## src/hw/rtl/cbe_pkg.sv

```systemverilog
package cbe_pkg;

  // Backoff timing and field widths.
  localparam int UNIT_BACKOFF_US = 320;
  localparam int UNIT_W          = $clog2(UNIT_BACKOFF_US + 1);
  localparam int EXP_W           = 4;
  localparam int MASK_W          = (1 << EXP_W) - 1;
  localparam int MOD_W           = MASK_W + UNIT_W;
  localparam int RND_W           = 32;
  localparam int CNT_W           = $clog2(RND_W);
  localparam int PERIOD_W        = 17;
  localparam int EXT_W           = (MOD_W > PERIOD_W) ? MOD_W : PERIOD_W;
  localparam int ATT_W           = 3;
  localparam int ACT_W           = 3;
  localparam int OP_W            = 2;
  localparam int CFG_ADDR_W      = 2;
  localparam int CFG_DATA_W      = 4;

  localparam int IN_DATA_W  = ((OP_W + RND_W + 7) / 8) * 8;
  localparam int OUT_DATA_W = ((ACT_W + PERIOD_W + ATT_W + 7) / 8) * 8;

  localparam logic [PERIOD_W-1:0] PERIOD_MAX = {PERIOD_W{1'b1}};
  localparam logic [ATT_W-1:0]    ATT_MAX    = {ATT_W{1'b1}};

  typedef enum logic [OP_W-1:0] {
    OP_START = 2'd0,
    OP_CLEAR = 2'd1,
    OP_BUSY  = 2'd2,
    OP_ERROR = 2'd3
  } op_t;

  typedef enum logic [ACT_W-1:0] {
    ACT_WAIT  = 3'd0,
    ACT_TX    = 3'd1,
    ACT_FAIL  = 3'd2,
    ACT_ABORT = 3'd3,
    ACT_IDLE  = 3'd4
  } action_t;

  typedef enum logic [CFG_ADDR_W-1:0] {
    REG_MIN_EXP  = 2'd0,
    REG_MAX_EXP  = 2'd1,
    REG_MAX_BOFF = 2'd2
  } reg_idx_t;

  typedef enum logic [1:0] {
    S_IDLE,
    S_DIV,
    S_HOLD
  } state_t;

endpackage

```

## src/hw/rtl/csma_ca_backoff_engine_core.sv

```systemverilog
// Channel | Dir | Handshake         | Contents
// in      | in  | tvalid / tready   | op, random_word
// out     | out | tvalid / tready   | action, backoff_period, attempt_count
// cfg     | in  | we (no wait)      | min_exponent, max_exponent, max_backoffs
//
// An item that draws a backoff with a nonzero modulus is accepted, runs 32 steps of the
// shared restoring modulo unit (one remainder bit a cycle), then goes to the hold stage.
// Other items, a zero-modulus draw among them, skip the modulo unit. in_tready is low while an
// item is in work. A result waiting on out_tready does not block the next accept; only a
// second finished result waits in the hold stage. Reset is synchronous, active low.
module csma_ca_backoff_engine_core (
  input  logic                               clk,
  input  logic                               rst_n,
  input  logic                               in_tvalid,
  output logic                               in_tready,
  // [1:0] op, [33:2] random_word, [39:34] zero
  input  logic [cbe_pkg::IN_DATA_W-1:0]      in_tdata,
  output logic                               out_tvalid,
  input  logic                               out_tready,
  // [2:0] action, [19:3] backoff_period, [22:20] attempt_count, [23] zero
  output logic [cbe_pkg::OUT_DATA_W-1:0]     out_tdata,
  input  logic                               cfg_we,
  input  logic [cbe_pkg::CFG_ADDR_W-1:0]     cfg_addr,
  input  logic [cbe_pkg::CFG_DATA_W-1:0]     cfg_wdata
);
  import cbe_pkg::*;

  state_t               state_r, state_nxt;
  logic                 frame_r, frame_nxt;
  logic [ATT_W-1:0]     att_r, att_nxt;
  logic [EXP_W-1:0]     be_r, be_nxt;
  logic [EXP_W-1:0]     min_exp_r, max_exp_r;
  logic [ATT_W-1:0]     max_boff_r;

  logic [MOD_W-1:0]     mod_r, mod_nxt;
  logic [MOD_W-1:0]     rem_r, rem_nxt;
  logic [RND_W-1:0]     dvd_r, dvd_nxt;
  logic [CNT_W-1:0]     cnt_r, cnt_nxt;

  action_t              res_act_r, res_act_nxt;
  logic [PERIOD_W-1:0]  res_per_r, res_per_nxt;
  logic [ATT_W-1:0]     res_att_r, res_att_nxt;

  logic                 out_valid_r, out_valid_nxt;
  action_t              out_act_r;
  logic [PERIOD_W-1:0]  out_per_r;
  logic [ATT_W-1:0]     out_att_r;
  logic                 out_load;

  logic                 accept;
  logic [OP_W-1:0]      in_op;
  logic [RND_W-1:0]     in_rnd;
  logic                 draw;
  logic [EXP_W-1:0]     draw_be;
  logic [EXP_W-1:0]     draw_e;
  logic [MASK_W-1:0]    draw_mask;
  logic [EXP_W:0]       be_inc;
  logic [MOD_W:0]       step_t;
  logic [MOD_W-1:0]     rem_step;
  logic [EXT_W-1:0]     rem_ext;

  assign in_tready = (state_r == S_IDLE);
  assign accept    = in_tvalid && in_tready;
  assign in_op     = in_tdata[OP_W-1:0];
  assign in_rnd    = in_tdata[OP_W +: RND_W];

  assign out_tvalid = out_valid_r;
  assign out_tdata  = OUT_DATA_W'({out_att_r, out_per_r, out_act_r});

  // Exponent used by a draw: raised to the minimum, then lowered to the maximum.
  always_comb begin
    draw_e = draw_be;
    if (draw_e < min_exp_r) draw_e = min_exp_r;
    if (draw_e > max_exp_r) draw_e = max_exp_r;
    draw_mask = MASK_W'(({{MASK_W{1'b0}}, 1'b1} << draw_e) - 1'b1);
  end

  assign be_inc = {1'b0, be_r} + 1'b1;

  // One restoring step of the shared modulo unit.
  always_comb begin
    step_t = {rem_r, dvd_r[RND_W-1]};
    if (step_t >= {1'b0, mod_r}) begin
      rem_step = MOD_W'(step_t - {1'b0, mod_r});
    end else begin
      rem_step = step_t[MOD_W-1:0];
    end
    rem_ext = EXT_W'(rem_step);
  end

  assign out_load = (state_r == S_HOLD) && (!out_valid_r || out_tready);

  always_comb begin
    state_nxt   = state_r;
    frame_nxt   = frame_r;
    att_nxt     = att_r;
    be_nxt      = be_r;
    mod_nxt     = mod_r;
    rem_nxt     = rem_r;
    dvd_nxt     = dvd_r;
    cnt_nxt     = cnt_r;
    res_act_nxt = res_act_r;
    res_per_nxt = res_per_r;
    res_att_nxt = res_att_r;
    draw        = 1'b0;
    draw_be     = be_r;

    unique case (state_r)
      S_IDLE: begin
        if (accept) begin
          res_per_nxt = '0;
          if (in_op == OP_START) begin
            frame_nxt   = 1'b1;
            att_nxt     = '0;
            be_nxt      = min_exp_r;
            draw_be     = min_exp_r;
            res_act_nxt = ACT_WAIT;
            draw        = 1'b1;
          end else if (!frame_r) begin
            res_act_nxt = ACT_IDLE;
          end else if (in_op == OP_CLEAR) begin
            res_act_nxt = ACT_TX;
            frame_nxt   = 1'b0;
          end else if (in_op == OP_ERROR) begin
            res_act_nxt = ACT_ABORT;
            frame_nxt   = 1'b0;
          end else begin
            if (be_inc > {1'b0, max_exp_r}) begin
              be_nxt = max_exp_r;
            end else begin
              be_nxt = be_inc[EXP_W-1:0];
            end
            draw_be = be_nxt;
            if (att_r != ATT_MAX) att_nxt = att_r + 1'b1;
            if (att_r >= max_boff_r) begin
              res_act_nxt = ACT_FAIL;
              frame_nxt   = 1'b0;
            end else begin
              res_act_nxt = ACT_WAIT;
              draw        = 1'b1;
            end
          end
          res_att_nxt = att_nxt;

          if (draw && (draw_e != '0)) begin
            mod_nxt   = MOD_W'(draw_mask) * MOD_W'(UNIT_BACKOFF_US);
            rem_nxt   = '0;
            dvd_nxt   = in_rnd;
            cnt_nxt   = '0;
            state_nxt = S_DIV;
          end else begin
            // A zero modulus gives exactly one unit.
            if (draw) res_per_nxt = PERIOD_W'(UNIT_BACKOFF_US);
            state_nxt = S_HOLD;
          end
        end
      end
      S_DIV: begin
        rem_nxt = rem_step;
        dvd_nxt = {dvd_r[RND_W-2:0], 1'b0};
        cnt_nxt = cnt_r + 1'b1;
        if (cnt_r == CNT_W'(RND_W - 1)) begin
          if (rem_ext < EXT_W'(UNIT_BACKOFF_US)) begin
            res_per_nxt = PERIOD_W'(UNIT_BACKOFF_US);
          end else if (rem_ext > EXT_W'(PERIOD_MAX)) begin
            res_per_nxt = PERIOD_MAX;
          end else begin
            res_per_nxt = rem_ext[PERIOD_W-1:0];
          end
          state_nxt = S_HOLD;
        end
      end
      S_HOLD: begin
        if (out_load) state_nxt = S_IDLE;
      end
      default: state_nxt = S_IDLE;
    endcase
  end

  always_comb begin
    out_valid_nxt = out_valid_r;
    if (out_valid_r && out_tready) out_valid_nxt = 1'b0;
    if (out_load) out_valid_nxt = 1'b1;
  end

  always_ff @(posedge clk) begin
    if (!rst_n) begin
      state_r     <= S_IDLE;
      frame_r     <= 1'b0;
      att_r       <= '0;
      be_r        <= '0;
      out_valid_r <= 1'b0;
      min_exp_r   <= EXP_W'(3);
      max_exp_r   <= EXP_W'(5);
      max_boff_r  <= ATT_W'(4);
    end else begin
      state_r     <= state_nxt;
      frame_r     <= frame_nxt;
      att_r       <= att_nxt;
      be_r        <= be_nxt;
      out_valid_r <= out_valid_nxt;
      if (cfg_we) begin
        unique case (cfg_addr)
          REG_MIN_EXP:  min_exp_r  <= cfg_wdata[EXP_W-1:0];
          REG_MAX_EXP:  max_exp_r  <= cfg_wdata[EXP_W-1:0];
          REG_MAX_BOFF: max_boff_r <= cfg_wdata[ATT_W-1:0];
          default: ;
        endcase
      end
    end
  end

  always_ff @(posedge clk) begin
    mod_r     <= mod_nxt;
    rem_r     <= rem_nxt;
    dvd_r     <= dvd_nxt;
    cnt_r     <= cnt_nxt;
    res_act_r <= res_act_nxt;
    res_per_r <= res_per_nxt;
    res_att_r <= res_att_nxt;
    if (out_load) begin
      out_act_r <= res_act_r;
      out_per_r <= res_per_r;
      out_att_r <= res_att_r;
    end
  end

`ifndef SYNTHESIS
  a_busy_after_accept: assert property (@(posedge clk) disable iff (!rst_n)
    accept |=> !in_tready)
    else $error("input accepted while the previous item was still in work");

  a_rem_below_mod: assert property (@(posedge clk) disable iff (!rst_n)
    (state_r == S_DIV) |-> (rem_r < mod_r))
    else $error("modulo unit remainder reached the modulus");

  a_wait_has_period: assert property (@(posedge clk) disable iff (!rst_n)
    (out_valid_r && out_act_r == ACT_WAIT) |-> (out_per_r >= PERIOD_W'(UNIT_BACKOFF_US)))
    else $error("wait result carries a period below one unit");

  a_no_period_else: assert property (@(posedge clk) disable iff (!rst_n)
    (out_valid_r && out_act_r != ACT_WAIT) |-> (out_per_r == '0))
    else $error("non-wait result carries a nonzero period");
`endif

endmodule

```

## config.mk

```make
export PLATFORM = sky130hd
export DESIGN_NAME = csma_ca_backoff_engine_core
export DESIGN_NICKNAME = d
export VERILOG_FILES = /design/src/hw/rtl/cbe_pkg.sv /design/src/hw/rtl/csma_ca_backoff_engine_core.sv
export SDC_FILE = /design/constraint.sdc
export NUM_CORES = 1
export LEC_CHECK = 0
export BUFFER_PORTS_ARGS = -buffer_cell sky130_fd_sc_hd__buf_4
export CAP_MARGIN = 10
export CORE_ASPECT_RATIO = 1.25
export CORE_UTILIZATION = 35
export CTS_CLUSTER_DIAMETER = 40
export DETAILED_ROUTE_END_ITERATION = 16
export MAX_ROUTING_LAYER = met4
export PLACE_DENSITY = 0.61
export SETUP_SLACK_MARGIN = 0.05
export SYNTH_ARGS = -nofsm -noshare
export SYNTH_HDL_FRONTEND = slang
export SYNTH_SLANG_ARGS = --single-unit
export TNS_END_PERCENT = 30
```

## constraint.sdc

```tcl
create_clock -name clk -period 13 [get_ports clk]
set_input_delay 3.9 -clock clk [delete_from_list [all_inputs] [get_ports clk]]
set_output_delay 3.9 -clock clk [all_outputs]
set_load 0.03 [all_outputs]
```

==> key figures <==
Clocking
  • Post-CTS setup buffers: 0
  • Num CTS Buffers: 17
  • Clk slew on worst S/H paths: 60 ps
  • CTS sink cnt: 147
  • Clk buf depth: 2
  • Clk_lat worst skew: 420 ps
  • Root Buffer: clkbuf_16
  • CTS tree: done
  • Post_cts resized: 0
  • Hold Buf Count CTS: 0
  • H-tree Lvls: 4

Synth
  • Mux cell area share after synthesis: 0.02038
  • Adder-Cell Fraction of Synth Area: 0.09557
  • Complex-gate fraction of the synthesized area: 0.1459
  • Sequential share of the synthesized area: 0.4914
  • Yosys reg bits: 147
  • Yosys warns: 0
  • Netlist cell types: 71
  • Post-synth top cells: nand2_1 (143), edfxtp_1 (125), nor2_1 (73)
  • Leading post-synthesis cells by cell area: edfxtp_1 (44%), ha_1 (9.1%), nand2_1 (6.3%)
  • Synthesized area: 8536 µm²
  • Count leader, synth: nand2_1
  • Main combinational cell family by area after synthesis: simple AND/OR/NAND/NOR gates
  • Synth top area share: 0.4398
  • Avg Cell Area, Syn: 9.891 µm²
  • Dominant cell type by area after synthesis: edfxtp_1
  • Synthesized instance count: 863
  • XOR/XNOR Fraction of Synth Area: 0.02873
  • Post-Synth Simple-Gate Area: 0.1762
  • Synth Flop Type: edfxtp_1
  • Syn Nets: 978
  • Post-synth ARST share: 0
  • Post-synth EDFFs: 125

STA
  • Crit share post-route: 0.8905
  • Hold Vio Cnt, Final: 0
  • Max Clk Rate: 0.08638 GHz
  • Pins Over Slew Limit: 0
  • Slew headroom: 0.4164
  • Final setup fails: 0
  • Setup TNS: 0 ps
  • PnR worst setup slack: 1424 ps
  • Clock Skews: 10.95 ps
  • RSZ-0062 raised after global routing: no
  • Period minus WS final: 11580 ps
  • Least-Margin Pin Slew: 873.3 ps

Floorplan
  • Starting Density: 0.3586
  • Row cnt: 63
  • Core ar.: 23810 µm²
  • DIE HEIGHT: 176.6 µm
  • Width of the die: 141.7 µm
  • Top Ports: 77
  • Die Area: 25020 µm²

Hold path
  • Hold/Removal Path Class: flip-flop to flip-flop

GRT
  • Global-route wire length before repair: 29940 µm
  • Largest net degree at the start of global routing: 73
  • Number of global-route vias before repair: 6130
  • Antenna violations before repair: 0
  • Grt ovf: 0
  • Global-route usage over all layers: 0.1561

Power
  • Sw frac: 0.3678
  • Comb power frac: 0.437
  • VDD IR max: 126.8 µV
  • Power share of the clock group: 0.249
  • PwrDens: 207.2 nW/µm²
  • NetSw: 0.7675 mW
  • Pleak: 4.229 nW
  • Register share of total power: 0.314
  • Int Pwr: 1.319 mW

Critical path
  • Slowest-stage cell, CP: o21ai_0
  • Crit. End Element: flip-flop
  • CP startpoint kind: input pin
  • Critical Path Fanout Max: 19
  • Required time worst endpoint: 13170 ps
  • Crit path DAT: 11750 ps
  • Crit-path max cell delay: 480 ps
  • Crit Path Class: input pin to flip-flop

Routing
  • DRT Wirelength: 18060 µm
  • DR pass1 iterations: 6
  • Vias/cell: 4.993
  • Drt initial violations: 419
  • Vias: 6346
  • ANT nets after route: 0
  • WL/cell: 14.21 µm
  • Drc violations: 0

Placed design
  • GPL Wtd Cong: 0.8807
  • Post-place setup slack: 1025 ps
  • # port buffers: 69
  • Post-DP HPWL: 13210 µm

Layout
  • Fill count: 2357
  • Final nets: 1048
  • Multi-input logic area: 4003 µm²
  • Layout area overhead: 17.96%
  • Fraction of layout cells with a size suffix above 1: 0.1406
  • Final design utilization: 0.4229
  • Storage element area: 4194 µm²
  • ANT cells: 0

Run status
  • Outcome: finished clean

Job
  • Max Cap Viol: 0
final timing paths:
check | start | end | slack (ps) | cells after the start
max | in_tvalid | mod_r[23]$_DFFE_PP_ | 1420 | 37
min | res_per_r[5]$_SDFFCE_PN0P_ | out_per_r[5]$_DFFE_PP_ | 420 | 0
min reg2reg | res_per_r[5]$_SDFFCE_PN0P_ | out_per_r[5]$_DFFE_PP_ | 420 | 0
max reg2reg | be_r[0]$_SDFF_PN0_ | mod_r[23]$_DFFE_PP_ | 3720 | 40
cell usage in the layout, fill, tap and decap left out, drive strengths merged, types with 5 or more instances in the layout:
master / Yosys / layout
inv: 53 / 60
nand2b: 9 / 9
mux2i: 14 / 14
o21ai: 47 / 47
edfxtp: 125 / 125
ha: 62 / 62
o31ai: 6 / 6
nor4: 7 / 7
nor2: 75 / 75
and2: 13 / 13
a31oi: 7 / 7
a211oi: 9 / 9
and3: 6 / 6
a21oi: 45 / 45
a21o: 16 / 16
nor3: 13 / 13
o211ai: 6 / 6
xnor2: 18 / 18
dfxtp: 22 / 22
a21boi: 5 / 5
nor2b: 16 / 16
o21a: 9 / 9
nand4: 10 / 10
buf: 6 / 85
nand2: 144 / 144
or3: 5 / 5
xor2: 10 / 10
nand3: 17 / 17
clkbuf: 28 / 18
critical path: cells and delay by family:
kind                       cells  cell delay (ps)
muxes                          1              360
buffers and inverters          4              670
adders and majority gates      5             1670
AOI/OAI and AO/OA             17             3390
and+or+nand+nor               10             1760
logic make-up after synthesis:
logic type	after synthesis
AND/OR/NAND/NOR	328
AO/OA/AOI/OAI	189
flip-flops	147
buffers and inverters	89
adder cells (fa/ha/maj)	64
XOR/XNOR	28
multiplexers	17
other	1
layer usage:
metal  vias up  track usage  share of wire
li1       3245            -              -
met1      2970       0.1833           0.44
met2       104       0.2679           0.52
met3        27      0.02658          0.021
met4         0      0.05600          0.019
met5         -            -              0
registers in the layout (all words and copies together), names as in the netlist, 4 cells and up:
register,flops
be_r,4
cnt_r,5
dvd_r,32
max_exp_r,4
min_exp_r,4
mod_r,18
out_per_r,17
rem_r,24
res_per_r,17
power by group through the flow:
stage / Combinational, mW / Clock, mW / Sequential (mW)
2_1_floorplan: 0.694 / 0 / 0.672
3_3_place_gp: 0.897 / 0 / 0.663
3_5_place_dp: 0.903 / 0 / 0.665
4_1_cts: 0.916 / 0.531 / 0.656
5_1_grt: 1.03 / 0.547 / 0.662
6_report: 0.911 / 0.520 / 0.655
through the flow:
step                hold slack [ps]  area (µm²)  total power, mW  instances
floorplan                     400.3        8536            1.365        863
global placement              400.6        9449            1.560       1239
detailed placement            404.5        9449            1.569       1239
CTS                           419.2       10070            2.102       1271
global route                  419.9       10070            2.243       1271
finish                        418.9       10070            2.086       1271
layout make-up:
cell class | instances | area share
Sequential cell | 147 | 0.4166
Timing Repair Buffer | 85 | 0.06338
Tap cell | 325 | 0.04039
Multi-Input combinational cell | 627 | 0.3975
Inverter | 55 | 0.02063
Clock buffer | 18 | 0.04262
Clock inverter | 14 | 0.01889
No activity file was read; power rests on OpenSTA's default activity.
